### src/vst_pkg.sv
// ----------------------------------------------------------------------------
// vst_pkg
// Shared types, widths and codes of the tangent-driven vertex splitter.
// ----------------------------------------------------------------------------
package vst_pkg;

    // Field widths of the input and result words
    localparam int KIND_W   = 1;
    localparam int SRC_W    = 12;
    localparam int FLOAT_W  = 32;
    localparam int DEST_W   = 14;
    localparam int STATUS_W = 2;
    localparam int VCOUNT_W = 13;

    // Default sizes of the stores
    localparam int DEF_MAX_SOURCE_VERTICES = 4096;
    localparam int DEF_MAX_VARIANTS        = 16384;
    localparam int DEF_MAX_OUT_VERTICES    = 16384;

    // Chain-head epoch tag; tag value zero marks an empty head
    localparam int EPOCH_W = 4;
    localparam logic [EPOCH_W-1:0] EPOCH_EMPTY = '0;
    localparam logic [EPOCH_W-1:0] EPOCH_FIRST = EPOCH_W'(1);
    localparam logic [EPOCH_W-1:0] EPOCH_LAST  = '1;

    // Item kinds
    localparam logic [KIND_W-1:0] KIND_CORNER = 1'b0;
    localparam logic [KIND_W-1:0] KIND_CLEAR  = 1'b1;

    // Result status codes
    typedef enum logic [STATUS_W-1:0] {
        STATUS_OK    = 2'd0,
        STATUS_RANGE = 2'd1,
        STATUS_FULL  = 2'd2
    } t_status;

    // Tangent key as stored in the variant memory and compared
    typedef struct packed {
        logic               negative;
        logic [FLOAT_W-1:0] z;
        logic [FLOAT_W-1:0] y;
        logic [FLOAT_W-1:0] x;
    } t_tangent;

endpackage

### src/vst_match.sv
// ----------------------------------------------------------------------------
// vst_match
// Tangent compare unit: float equality on x, y, z plus sign equality.
// ----------------------------------------------------------------------------
module vst_match (
    input  vst_pkg::t_tangent i_key,
    input  vst_pkg::t_tangent i_stored,
    output logic              o_match
);

    // NaN: exponent all ones with a nonzero mantissa
    function automatic logic is_nan(input logic [vst_pkg::FLOAT_W-1:0] v);
        is_nan = (v[30:23] == 8'hff) && (v[22:0] != 23'd0);
    endfunction

    // Float equality; +0 and -0 are equal, NaN equals nothing
    function automatic logic float_eq(input logic [vst_pkg::FLOAT_W-1:0] a,
                                      input logic [vst_pkg::FLOAT_W-1:0] b);
        logic both_zero;
        both_zero = ((a[30:0] | b[30:0]) == 31'd0);
        float_eq  = !is_nan(a) && !is_nan(b) && (both_zero || (a == b));
    endfunction

    assign o_match = float_eq(i_key.x, i_stored.x)
                  && float_eq(i_key.y, i_stored.y)
                  && float_eq(i_key.z, i_stored.z)
                  && (i_key.negative == i_stored.negative);

endmodule

### config.mk
export PLATFORM = sky130hd
export DESIGN_NAME = vst_match
export DESIGN_NICKNAME = d
export VERILOG_FILES = /design/src/vst_pkg.sv /design/src/vst_match.sv
export SDC_FILE = /design/constraint.sdc
export NUM_CORES = 1
export LEC_CHECK = 0
export BUFFER_PORTS_ARGS = -buffer_cell sky130_fd_sc_hd__buf_2
export CELL_PAD_IN_SITES_DETAIL_PLACEMENT = 0
export CELL_PAD_IN_SITES_GLOBAL_PLACEMENT = 1
export CORE_MARGIN = 2
export CORE_UTILIZATION = 25
export DETAILED_ROUTE_END_ITERATION = 10
export GPL_TIMING_DRIVEN = 0
export PLACE_DENSITY_LB_ADDON = 0.1
export SLEW_MARGIN = 20
export SYNTH_ARGS = -nofsm -noshare
export SYNTH_HDL_FRONTEND = slang
export SYNTH_SLANG_ARGS = --single-unit
### constraint.sdc
create_clock -name vclk -period 1.5
set_input_delay 0.15 -clock vclk [all_inputs]
set_output_delay 0.15 -clock vclk [all_outputs]
set_load 0.02 [all_outputs]
==> results.txt <==
Leaving out filler cells and counting taps, the final layout contains 761. The count of clock buffers in the final design came out at 0. The completed layout was analyzed and its total power is 0.797 mW. The cell count of the worst hold path is 5. For this run the aggregate overflow at the end of global routing stands at 0. The static leakage is 2.62 nW.

The count of flip-flops and latches is 0. The library cell used most frequently in the layout, excluding fill and tap cells, is sky130_fd_sc_hd__buf_2. For this run, design rule violations remaining after detail routing come to 0. The worst setup path category is in -> out. The checks that failed: setup timing.

Setup repair after global routing could not meet its margin everywhere. The first-pass GRT wire length is 15400 um. The clock period minus worst slack is 1910 ps. The floorplan step set the die width to 109 um. Data on the critical path is required at its endpoint by 1350 ps. Dividing the synthesized area by the synthesized cell count gives 6.44 um^2. In the final layout, the share of cells above drive strength 1 is 0.344. The placer congestion estimate is 0.897. The top cell type's share of synthesized area is 0.425. The max-slew violation count came to 0.

The count of synthesis-stage warnings from yosys is 0. The overall track demand over capacity in global routing is 0.161. The layout overhead on the synthesized area is 47.6%. Across all layers, the routed design uses 3446 vias. The final total negative setup slack is -406 ps. The area of the core region is 10700 um^2. The area of the die came out at 11800 um^2. The number of nets produced by synthesis is 712.

The switching portion of total power came out at 0.511. The instance count of the mapped netlist is 425. The tightest slew margin relative to the limit is 0.708. At the placement stage, the worst setup path has a slack of -663 ps.

The part of the cycle the worst path needs is 1.27. The run finished, with violations left. The synthesized netlist occupies a cell area of 2740 um^2. By area the synthesized netlist is led by sky130_fd_sc_hd__ha_1, sky130_fd_sc_hd__inv_1, sky130_fd_sc_hd__nor4_1.

The minimum setup slack in the final design came out at -406 ps. The share of power burned in registers is 0. The switching component of the power is 0.407 mW. The largest vdd supply drop is 0.0000722 V. After the first detailed-routing iteration, the DRC count stood at 128.

The first detailed-routing pass ran for 4 iterations. The via count of the first global-routing pass was 3574. The count of nets left with antenna violations once routing finished came out at 0. The category of the worst setup path launch point is a primary input. The slew at the pin closest to its max-slew limit came out at 431 ps.

The total of endpoints with negative setup slack in the final report came out at 1. In the layout the commonest cells are sky130_fd_sc_hd__buf_2, sky130_fd_sc_hd__inv_1, sky130_fd_sc_hd__ha_1. For hold timing, the worst endpoint is o_match.

The number of violations of the max-capacitance limit came out at 0. The number of standard-cell rows in the floorplan is 38. The final-report hold violation count came to 0. The part of the Yosys area used for sequential elements is 0. Detailed placement finished with a half-perimeter wire length of 9560 um. The worst hold path begins at i_key[96]. STA classifies the critical path endpoint as an output port. Entering global routing, the biggest net connects 3 pins.

The count of buffers from port buffering came out at 195. The final net count is 909. The final layout contains routed wiring with a total length of 9950 um. The maximum clock frequency is 0.525 GHz. The power per cell area came out at 197 nW/um^2. Using the TritonRoute via totals, the vias-per-cell ratio works out to 4.53. The initial antenna violation count is 1. The starting density of the core is 0.255. The worst-case hold slack is 801 ps. The die height is 109 um. Internal power comes to 0.390 mW.

For the worst setup path, the data arrival time is 1760 ps. The portion of total power attributed to combinational logic came out at 1.000. Synthesis instantiated 16 different standard cells from the library. The cell count after placement came out at 760. The path class of the tightest hold or removal check is in -> out. The synthesized design spends more area on one cell type than any other, namely sky130_fd_sc_hd__ha_1. The average wire per cell in the routed design is 13.1 um. The maximum net fanout on the critical path is 2. The post-CTS setup-driven buffer insertion count came out at 0. The share of total power dissipated in the clock network is 0.

Pin placement for this block handled 195 I/O pins. The sequential cells in the finished layout cover a total of 0 um^2.
[cells in the mapped netlist, drive strengths merged]
library cell and count:
a21oi 1, and4 2, ha 93, inv 186, nand2 9, nand3 4, nand4 43, nor2 6
nor3 12, nor4 56, o21ai 5, o22ai 1, o311ai 1, or4 2, xnor2 4
[timing repair]
action                                 in CTS  in global routing
hold buffers                                0                  0
pin swaps                                   5                  0
endpoints found under the hold margin       0                  0
setup endpoints to repair                   1                  1
resized for setup                          21                  2
[routing by layer]
metal	GRT usage	share of wire	vias up
li1	-	-	1814
met1	0.204	0.44	1517
met2	0.306	0.49	111
met3	0.0167	0.064	4
met4	0.0110	0.0070	0
met5	0	0	-
[worst max path at each step]
stage | from | to | depth (start not counted)
CTS | i_key[24] | o_match | 9
finish | i_key[25] | o_match | 9
global placement | i_key[62] | o_match | 9
floorplan | i_key[24] | o_match | 7
detailed placement | i_key[62] | o_match | 9
global route | i_stored[62] | o_match | 9
[cell families (layout without fill, tap and decap cells)]
family                   after synthesis  in the layout  share of synthesized area
AO/OA/AOI/OAI                          8              8                     0.0165
XOR/XNOR                               4              4                     0.0128
adder cells (fa/ha/maj)               93             93                      0.425
buffers and inverters                186            381                      0.255
other                                  0              1                          0
AND/OR/NAND/NOR                      134            134                      0.290
[area by class of cell]
class	count	area (um^2)
antenna	1	2.50
multi-input combinational	239	2190
timing repair buffer	195	978
tap	140	175
fill	1217	6710
inverter	186	698
[power groups by stage]
stage	Sequential, mW	Combinational [mW]	Clock, mW
floorplan	0	0.318	0
global placement	0	0.745	0
detailed placement	0	0.751	0
CTS	0	0.800	0
global route	0	0.920	0
finish	0	0.797	0.0000000892
[metrics by stage]
| step | instance area [um^2] | util |
|---|---|---|
| 2_1_floorplan | 2750 | - |
| 3_3_place_gp | 3900 | 0.363 |
| 3_5_place_dp | 3900 | 0.363 |
| 4_1_cts | 4030 | 0.375 |
| 5_1_grt | 4040 | 0.376 |
| 6_report | 4040 | 0.376 |
[worst max-delay path, cell delays in order]
cell and delay (ps):
sky130_fd_sc_hd__buf_2 110, sky130_fd_sc_hd__inv_1 50, sky130_fd_sc_hd__ha_1 140, sky130_fd_sc_hd__nand4_1 90, sky130_fd_sc_hd__or4_4 560, sky130_fd_sc_hd__nor4_4 180
sky130_fd_sc_hd__o22ai_2 140, sky130_fd_sc_hd__nor4_4 140, sky130_fd_sc_hd__buf_4 190
No activity file was read; power rests on OpenSTA's default activity.
