`config.mk`:
```
export PLATFORM = sky130hd
export DESIGN_NAME = vst_ram
export DESIGN_NICKNAME = d
export VERILOG_FILES = /design/src/vst_ram.sv
export SDC_FILE = /design/constraint.sdc
export NUM_CORES = 1
export LEC_CHECK = 0
export ABC_AREA = 1
export BUFFER_PORTS_ARGS = -buffer_cell sky130_fd_sc_hd__buf_2
export CAP_MARGIN = 20
export CORE_MARGIN = 5
export CORE_UTILIZATION = 30
export CTS_BUF_LIST = sky130_fd_sc_hd__clkbuf_8 sky130_fd_sc_hd__clkbuf_16
export CTS_CLUSTER_DIAMETER = 40
export DETAILED_ROUTE_END_ITERATION = 7
export SETUP_SLACK_MARGIN = 0.02
export SLEW_MARGIN = 25
export SYNTH_ARGS = -nofsm -noshare
export SYNTH_HDL_FRONTEND = slang
export SYNTH_SLANG_ARGS = --single-unit
```
`constraint.sdc`:
```
create_clock -name i_clk -period 1.55 [get_ports i_clk]
set_input_delay 0 -clock i_clk [delete_from_list [all_inputs] [get_ports i_clk]]
set_output_delay 0 -clock i_clk [all_outputs]
set_load 0.01 [all_outputs]
```
`src/vst_ram.sv`:
```
// ----------------------------------------------------------------------------
// vst_ram
// Generic single-port RAM with registered read data.
// ----------------------------------------------------------------------------
module vst_ram #(
    parameter int WIDTH = 8,
    parameter int DEPTH = 16
) (
    input  logic                                      i_clk,
    input  logic                                      i_we,
    input  logic [((DEPTH > 1) ? $clog2(DEPTH) : 1)-1:0] i_addr,
    input  logic [WIDTH-1:0]                          i_wdata,
    output logic [WIDTH-1:0]                          o_rdata
);

    logic [WIDTH-1:0] r_mem [DEPTH];

    // Read data registered; a write returns the old word at that address
    always_ff @(posedge i_clk) begin
        if (i_we) begin
            r_mem[i_addr] <= i_wdata;
        end
        o_rdata <= r_mem[i_addr];
    end

endmodule

```
==> results by group, run 1 <==
Timing
  – Hold Fails Final Rpt: 0
  – Endpoints failing setup: 0
  – Fin crit share: between 60% and 70%
  – Unrepaired setup endpoints after global routing: false
  – Final WS setup: ~0.55 ns
  – Fmax: around 1000 MHz
  – Max-slew violations: 0
  – Slew @ Worst Pin: between 0.3 and 0.4 ns
  – Slew HR: 73.6%
  – Setup TNS Final: 0 ns
  – Post-route minimum period: around 1 ns
  – Post-Route Skew: roughly 0.0057 ns

Worst setup path
  – Crit start category: flop
  – CP max stage cell: edfxtp_1
  – Top cell by count, worst path: nand2_1
  – WS Path Type: reg2reg
  – Slowest stage delay, CP: between 0.3 and 0.4 ns
  – Worst Path Required: between 1.5 and 2 ns
  – Crit end category: flop
  – Max Fanout on Critical Path: 1
  – Crit path cell chain: nand2_1 -> nand2_1 -> nand2_1 -> nand2_1 -> nand2_1 -> nand2_1 -> inv_1 -> nand2_1
  – CP arrival: roughly 1.3 ns

Die
  – Initial Utilization: 30.2%
  – Top-Level Pins: 22
  – Die Span X: between 100 and 150 um
  – Die extent in y: about 150 um
  – Total core area: 18,500 um2
  – Total Die Area: about 21,000 um2
  – Row count: 50

Routing
  – First-pass DRT Iterations: 4
  – Total wire length: 12.4 mm
  – Drt wl/cell: about 15 um
  – First DRT Iteration DRCs: roughly 280
  – Drt drc: 0
  – Antenna Nets Post-Route: 0
  – Vias: between 3,000 and 4,000
  – Via density: approximately 4.3

Clock tree
  – CTS root buffer: clkbuf_16
  – Post_cts resized: 0
  – Htree depth: 4
  – Clk slew on worst S/H paths: ~0.06 ns
  – CTS sink count: ~140
  – Worst skew pair latency: approximately 0.41 ns
  – CTS tree: yes
  – TritonCTS buffer count: 17
  – Worst-case clock buffer depth: 2

Power
  – Leakage: about 0.0029 uW
  – Total power: just over 8000 uW
  – Worst IR drop on VDD: roughly 1.2 mV
  – PwrDens: 1240 nW/um2

Final layout
  – Diode count: 0
  – Layout Nets: 613
  – Layout area overhead: 19.5%
  – Final Util: 36.1%
  – Final instance area: ~6700 um2
  – Share of layout cells above drive strength 1: between 10% and 20%

Global route
  – Total global-route track usage: 12.1%
  – Initial antenna violation count: 0
  – Largest net degree at the start of global routing: 37
  – First-pass GRT wire length: 19.6 mm
  – Overflow after GRT: 0
  – Vias in the first global route: 3,553

Status
  – Outcome: completed

Synth
  – Yosys warns: 0
  – Synth Cell Area: around 5600 um2
  – Number of distinct library cells after synthesis: 11
  – Yosys reg bits: between 100 and 150
  – Post-Syn Nets: 562
  – Synth Instances: about 550
  – Sequential-to-total area share from yosys stat: a little under three quarters
  – Syn avg cell area: a little over 10 um2

Min path
  – Hold WC Path Type: in2reg

Job
  – Max Cap Viol: 0

Placement
  – Number of port buffers: 21
  – Detail Placement HPWL: 7.88 mm
  – Routability Congestion: between 0.8 and 0.9
  – Placed inst area: roughly 6100 um2
  – Place WS: around 0.29 ns
Yosys cell counts (all sizes together):
cell type  number  area share (%)
clkinv          1           0.067
clkbuf          3            0.20
edfxtp        128              69
buf            18             1.9
nand3           4            0.36
dfxtp           8             2.9
nor2           18             1.2
nand2         346              23
inv            22             1.5
placed cells by master, fill, tap and decap left out, drive strengths merged:
master / n
nand2: 346
nor2: 18
clkinvlp: 4
clkinv: 8
nand3: 4
edfxtp: 128
dfxtp: 8
inv: 23
clkbuf: 17
buf: 49
dlygate4sd3: 4
bufinv: 1
timing repair:
action                                 in CTS  in global routing
hold buffers                                3                  1
buffers inserted                            0                  0
endpoints found under the hold margin      36                  3
sequential cells by signal, summed over array words and instances, names as in the netlist:
signal,cells
o_rdata,8
r_mem,128
routing by layer:
layer / vias up / part of all wire [%] / track usage, % / routed length, um
met4: 0 / 1.5 / 4.33 / 180
li1: 1857 / - / - / -
met3: 11 / 4.3 / 3.20 / 528
met5: - / 0 / 0 / 0
met1: 1719 / 45 / 16.0 / 5620
met2: 75 / 49 / 19.4 / 6040
critical path: cells and delay by family, from the launching register on:
kind	cells	cell delay (ns)
DFF	1	0.35
and+or+nand+nor	7	0.46
buffers and inverters	1	0.08
power breakdown:
part           leakage [uW]  total, uW  internal [uW]  switching (uW)
sequential          0.00122       4130           4110            21.5
combinational       0.00138        521            160             361
clock              0.000252       3640           2170            1470
cells by family (layout without fill, tap and decap cells):
| logic type | count (synthesis) | in the layout | share of synthesized area, % |
|---|---|---|---|
| AND/OR/NAND/NOR | 368 | 368 | 24.8 |
| flip-flops | 136 | 136 | 71.6 |
| buffers and inverters | 44 | 106 | 3.62 |
final timing paths:
kind                               endpoint  slack [ns]  depth (start not counted)          from
worst min-delay path            r_mem[0][0]       0.003                          1    i_wdata[0]
worst min register to register   o_rdata[2]        0.70                          8  r_mem[12][2]
worst max register to register   o_rdata[6]        0.55                          8   r_mem[4][6]
worst max-delay path             o_rdata[6]        0.55                          8   r_mem[4][6]
layout make-up:
cell class	count	area, um2
Multi-Input combinational cell	368	1390
Fill cell	1878	11800
Tap cell	234	293
Clock inverter	13	109
Timing Repair Buffer	53	380
Inverter	23	86.3
Sequential cell	136	4000
Clock buffer	17	425
per-stage QoR:
step                instances  hold slack (ns)
floorplan                 548           0.0989
CTS                       843          0.00566
detailed placement        810            0.398
global placement          810            0.400
finish                    844          0.00322
global route              844          0.00151
Power figures use the tool's default switching activity.
==> run 2: changes to the inputs <==
- clock period: 1.55 -> 0.9 ns (I/O delays scaled with it)
==> run 2 against run 1 <==
  * The run now ends with negative setup slack left
  * Via count about the same
  * Register-to-register slack got worse by 0.65 ns
  * Clock skew increased by 0.0049 ns
  * Die area unchanged
  * Critical endpoint is now o_rdata[4]
  * Largest power group unchanged
==> results by group, run 2 (synthesized netlist as in run 1, its figures left out) <==
Timing
  – Final WS setup: -0.103 ns (-0.652 ns)
  – Slew @ Worst Pin: 0.426 ns (+0.0299 ns)
  – Hold Fails Final Rpt: 0 (unchanged)
  – Post-Route Skew: 0.0106 ns (+0.00490 ns)
  – Slew HR: 71.6% (-2.0 points)
  – Endpoints failing setup: 8 (+8)
  – Unrepaired setup endpoints after global routing: true
  – Post-route minimum period: 1.00 ns (+0.00234 ns)
  – Fin crit share: 111% (+47 points)
  – Fmax: 997 MHz (-0.23%)
  – Max-slew violations: 0 (unchanged)

Clock tree
  – TritonCTS buffer count: 17 (unchanged)
  – Hold_buf cts: 0 (-3)
  – Worst skew pair latency: 0.42 ns (about the same)
  – Clk slew on worst S/H paths: 0.06 ns (about the same)
  – CTS tree: yes
  – Worst-case clock buffer depth: 2 (unchanged)
  – CTS sink count: 136 (unchanged)
  – Htree depth: 4 (unchanged)
  – CTS root buffer: clkbuf_16

Die
  – Initial Utilization: 30.2% (unchanged)
  – Die Span X: 147 um (unchanged)
  – Total core area: 18,500 um2 (unchanged)
  – Die extent in y: 147 um (unchanged)
  – Total Die Area: 21,500 um2 (unchanged)
  – Top-Level Pins: 22 (unchanged)
  – Row count: 50 (unchanged)

Global route
  – Largest net degree at the start of global routing: 31 (-16%)
  – Vias in the first global route: 3,828 (+7.7%)
  – First-pass GRT wire length: 21.0 mm (+7.3%)
  – Overflow after GRT: 0 (unchanged)
  – Total global-route track usage: 12.9% (+0.79 points)
  – Initial antenna violation count: 0 (unchanged)

Routing
  – Antenna Nets Post-Route: 0 (unchanged)
  – Vias: 3,660 (-0.055%)
  – First-pass DRT Iterations: 4 (unchanged)
  – First DRT Iteration DRCs: 340 (+20%)
  – Drt wl/cell: 15.6 um (+6.6%)
  – Drt drc: 0 (unchanged)
  – Total wire length: 13.0 mm (+5.4%)
  – Via density: 4.38 (+1.0%)

Placement
  – Placed inst area: 6330 um2 (+3.6%)
  – Routability Congestion: 0.837 (+3.7%)
  – Place WS: -0.266 ns (-0.557 ns)
  – Detail Placement HPWL: 8.73 mm (+11%)
  – Number of port buffers: 21 (unchanged)

Final layout
  – Final instance area: 6970 um2 (+4.3%)
  – Reg with most FFs: r_mem
  – Share of layout cells above drive strength 1: 19.5% (+6.7 points)
  – Leading cell type in the layout, fill and taps excluded: nand2_1
  – Layout area overhead: 24.6%
  – Largest regs: r_mem: 128 flops, o_rdata: 8 flops
  – Diode count: 0 (unchanged)
  – Most frequent cells in the layout: nand2_1 (335), edfxtp_1 (128), nor2_4 (18)
  – Max FFs per register: 128 (unchanged)
  – Layout Nets: 602 (-1.8%)

Power
  – Combinational Power Share: 7.2% (+0.9 points)
  – Leakage: 0.00286 uW (+0.17%)
  – Switching power share of the total: 22.9% (+0.58 points)
  – PwrDens: 2140 nW/um2 (+73%)
  – Worst IR drop on VDD: 1.40 mV (+16%)
  – Net Switching: 3430 uW (+85%)
  – Part of the power in registers: 47.7% (-2.1 points)
  – Internal power: 11,500 uW (+79%)
  – Clock network fraction of total power: 45.1% (+1.2 points)
  – Total power: 14,900 uW (+80%)

Min path
  – WHS Endpoint: r_mem[7][6]
  – Hold depth: 1 (unchanged)
  – Hold WC Path Type: in2reg
  – Worst hold path startpoint: i_wdata[6]

Job
  – Max Cap Viol: 0 (unchanged)

Worst setup path
  – Top cell by count, worst path: nand2_1
  – Worst Path Required: 1.21 ns (-0.65 ns)
  – Worst path bufs/invs: 1 (unchanged)
  – R2r startpoint: r_mem[3][4]
  – Worst reg2reg endpoint: o_rdata[4]
  – CP arrival: 1.31 ns (about the same)
  – Crit path cell chain: nand2_1 -> nand2_1 -> nand2_1 -> nand2_1 -> nand2_1 -> nand2_1 -> inv_2 -> nand2_1
  – R2r worst-path depth: 8 (unchanged)
  – WP depth: 8 (unchanged)
  – Slowest stage delay, CP: 0.36 ns (about the same)
  – Top delay family on crit path: simple AND/OR/NAND/NOR gates
  – Crit end category: flop
  – Crit start category: flop
  – CP max stage cell: edfxtp_1
  – R2r setup slk: -0.10 ns (-0.65 ns)
  – WS Path Type: reg2reg
  – Max Fanout on Critical Path: 1 (unchanged)

Status
  – Outcome: finished with violations
  – Failing checks: negative setup slack
-- run 2: changes by cell type in the layout (fill, tap and decap cells not counted), moves of 5 or more --
cell / before / now
buf_12: 2 / 7
nand2_1: 346 / 335
nor2_1: 18 / 0
nand2_2: 0 / 11
nor2_4: 0 / 18
inv_2: 1 / 6
buf_4: 26 / 14
-- run 2: timing repair --
action	in CTS	in global routing
resized for setup	16	7
pin swaps	27	14
setup buffers	0	0
endpoints found under the setup margin	11	14
-- run 2: worst register-to-register path: stages (launching register included) --
cell and delay [ns]:
edfxtp_1 0.36, nand2_1 0.08, nand2_1 0.06, nand2_1 0.06, nand2_1 0.06, nand2_1 0.07, nand2_1 0.06, inv_2 0.08
nand2_1 0.05
-- run 2: final cells by class --
cell class / count / area (um2)
timing repair buffer: 42 / 375
tap: 234 / 293
clock buffer: 17 / 425
inverter: 23 / 111
multi-input combinational: 368 / 1600
sequential: 136 / 4010
clock inverter: 15 / 156
fill: 1811 / 11500
-- run 2: stage by stage --
step	cells	setup TNS (ns)	util, %	hold WS [ns]
3_5_place_dp	803	-31.30	34.2	0.402
2_1_floorplan	548	-2.90	-	0.0989
3_3_place_gp	803	-27.59	34.2	0.405
4_1_cts	835	-0.582	37.5	0.00442
6_report	835	-0.607	37.6	0.00957
5_1_grt	835	-1.24	37.6	0.0173
-- run 2: worst max-delay path by stage --
stage	from	end	slack, ns
2_1_floorplan	i_addr[1]	r_mem[13][0]	-0.05
3_3_place_gp	i_addr[0]	o_rdata[3]	-0.23
3_5_place_dp	i_addr[0]	r_mem[12][4]	-0.27
4_1_cts	r_mem[1][0]	o_rdata[0]	-0.09
5_1_grt	r_mem[3][0]	o_rdata[0]	-0.18
6_report	r_mem[3][4]	o_rdata[4]	-0.10
-- run 2: power groups by stage --
stage	Sequential (uW)	Combinational, uW	Clock, uW
after detailed placement	7260	1050	0
after global routing	7150	1210	7130
after global placement	7260	1030	0
after CTS	7140	1090	6840
after floorplan	7270	590	0
final	7130	1070	6740
-- run 2: per-layer routing --
metal	vias up	global-route usage [%]	part of all wire, %
met5	-	0	0
met4	0	4.09	0.80
met3	12	3.13	4.3
met2	67	22.1	52
met1	1735	16.1	43
li1	1846	-	-
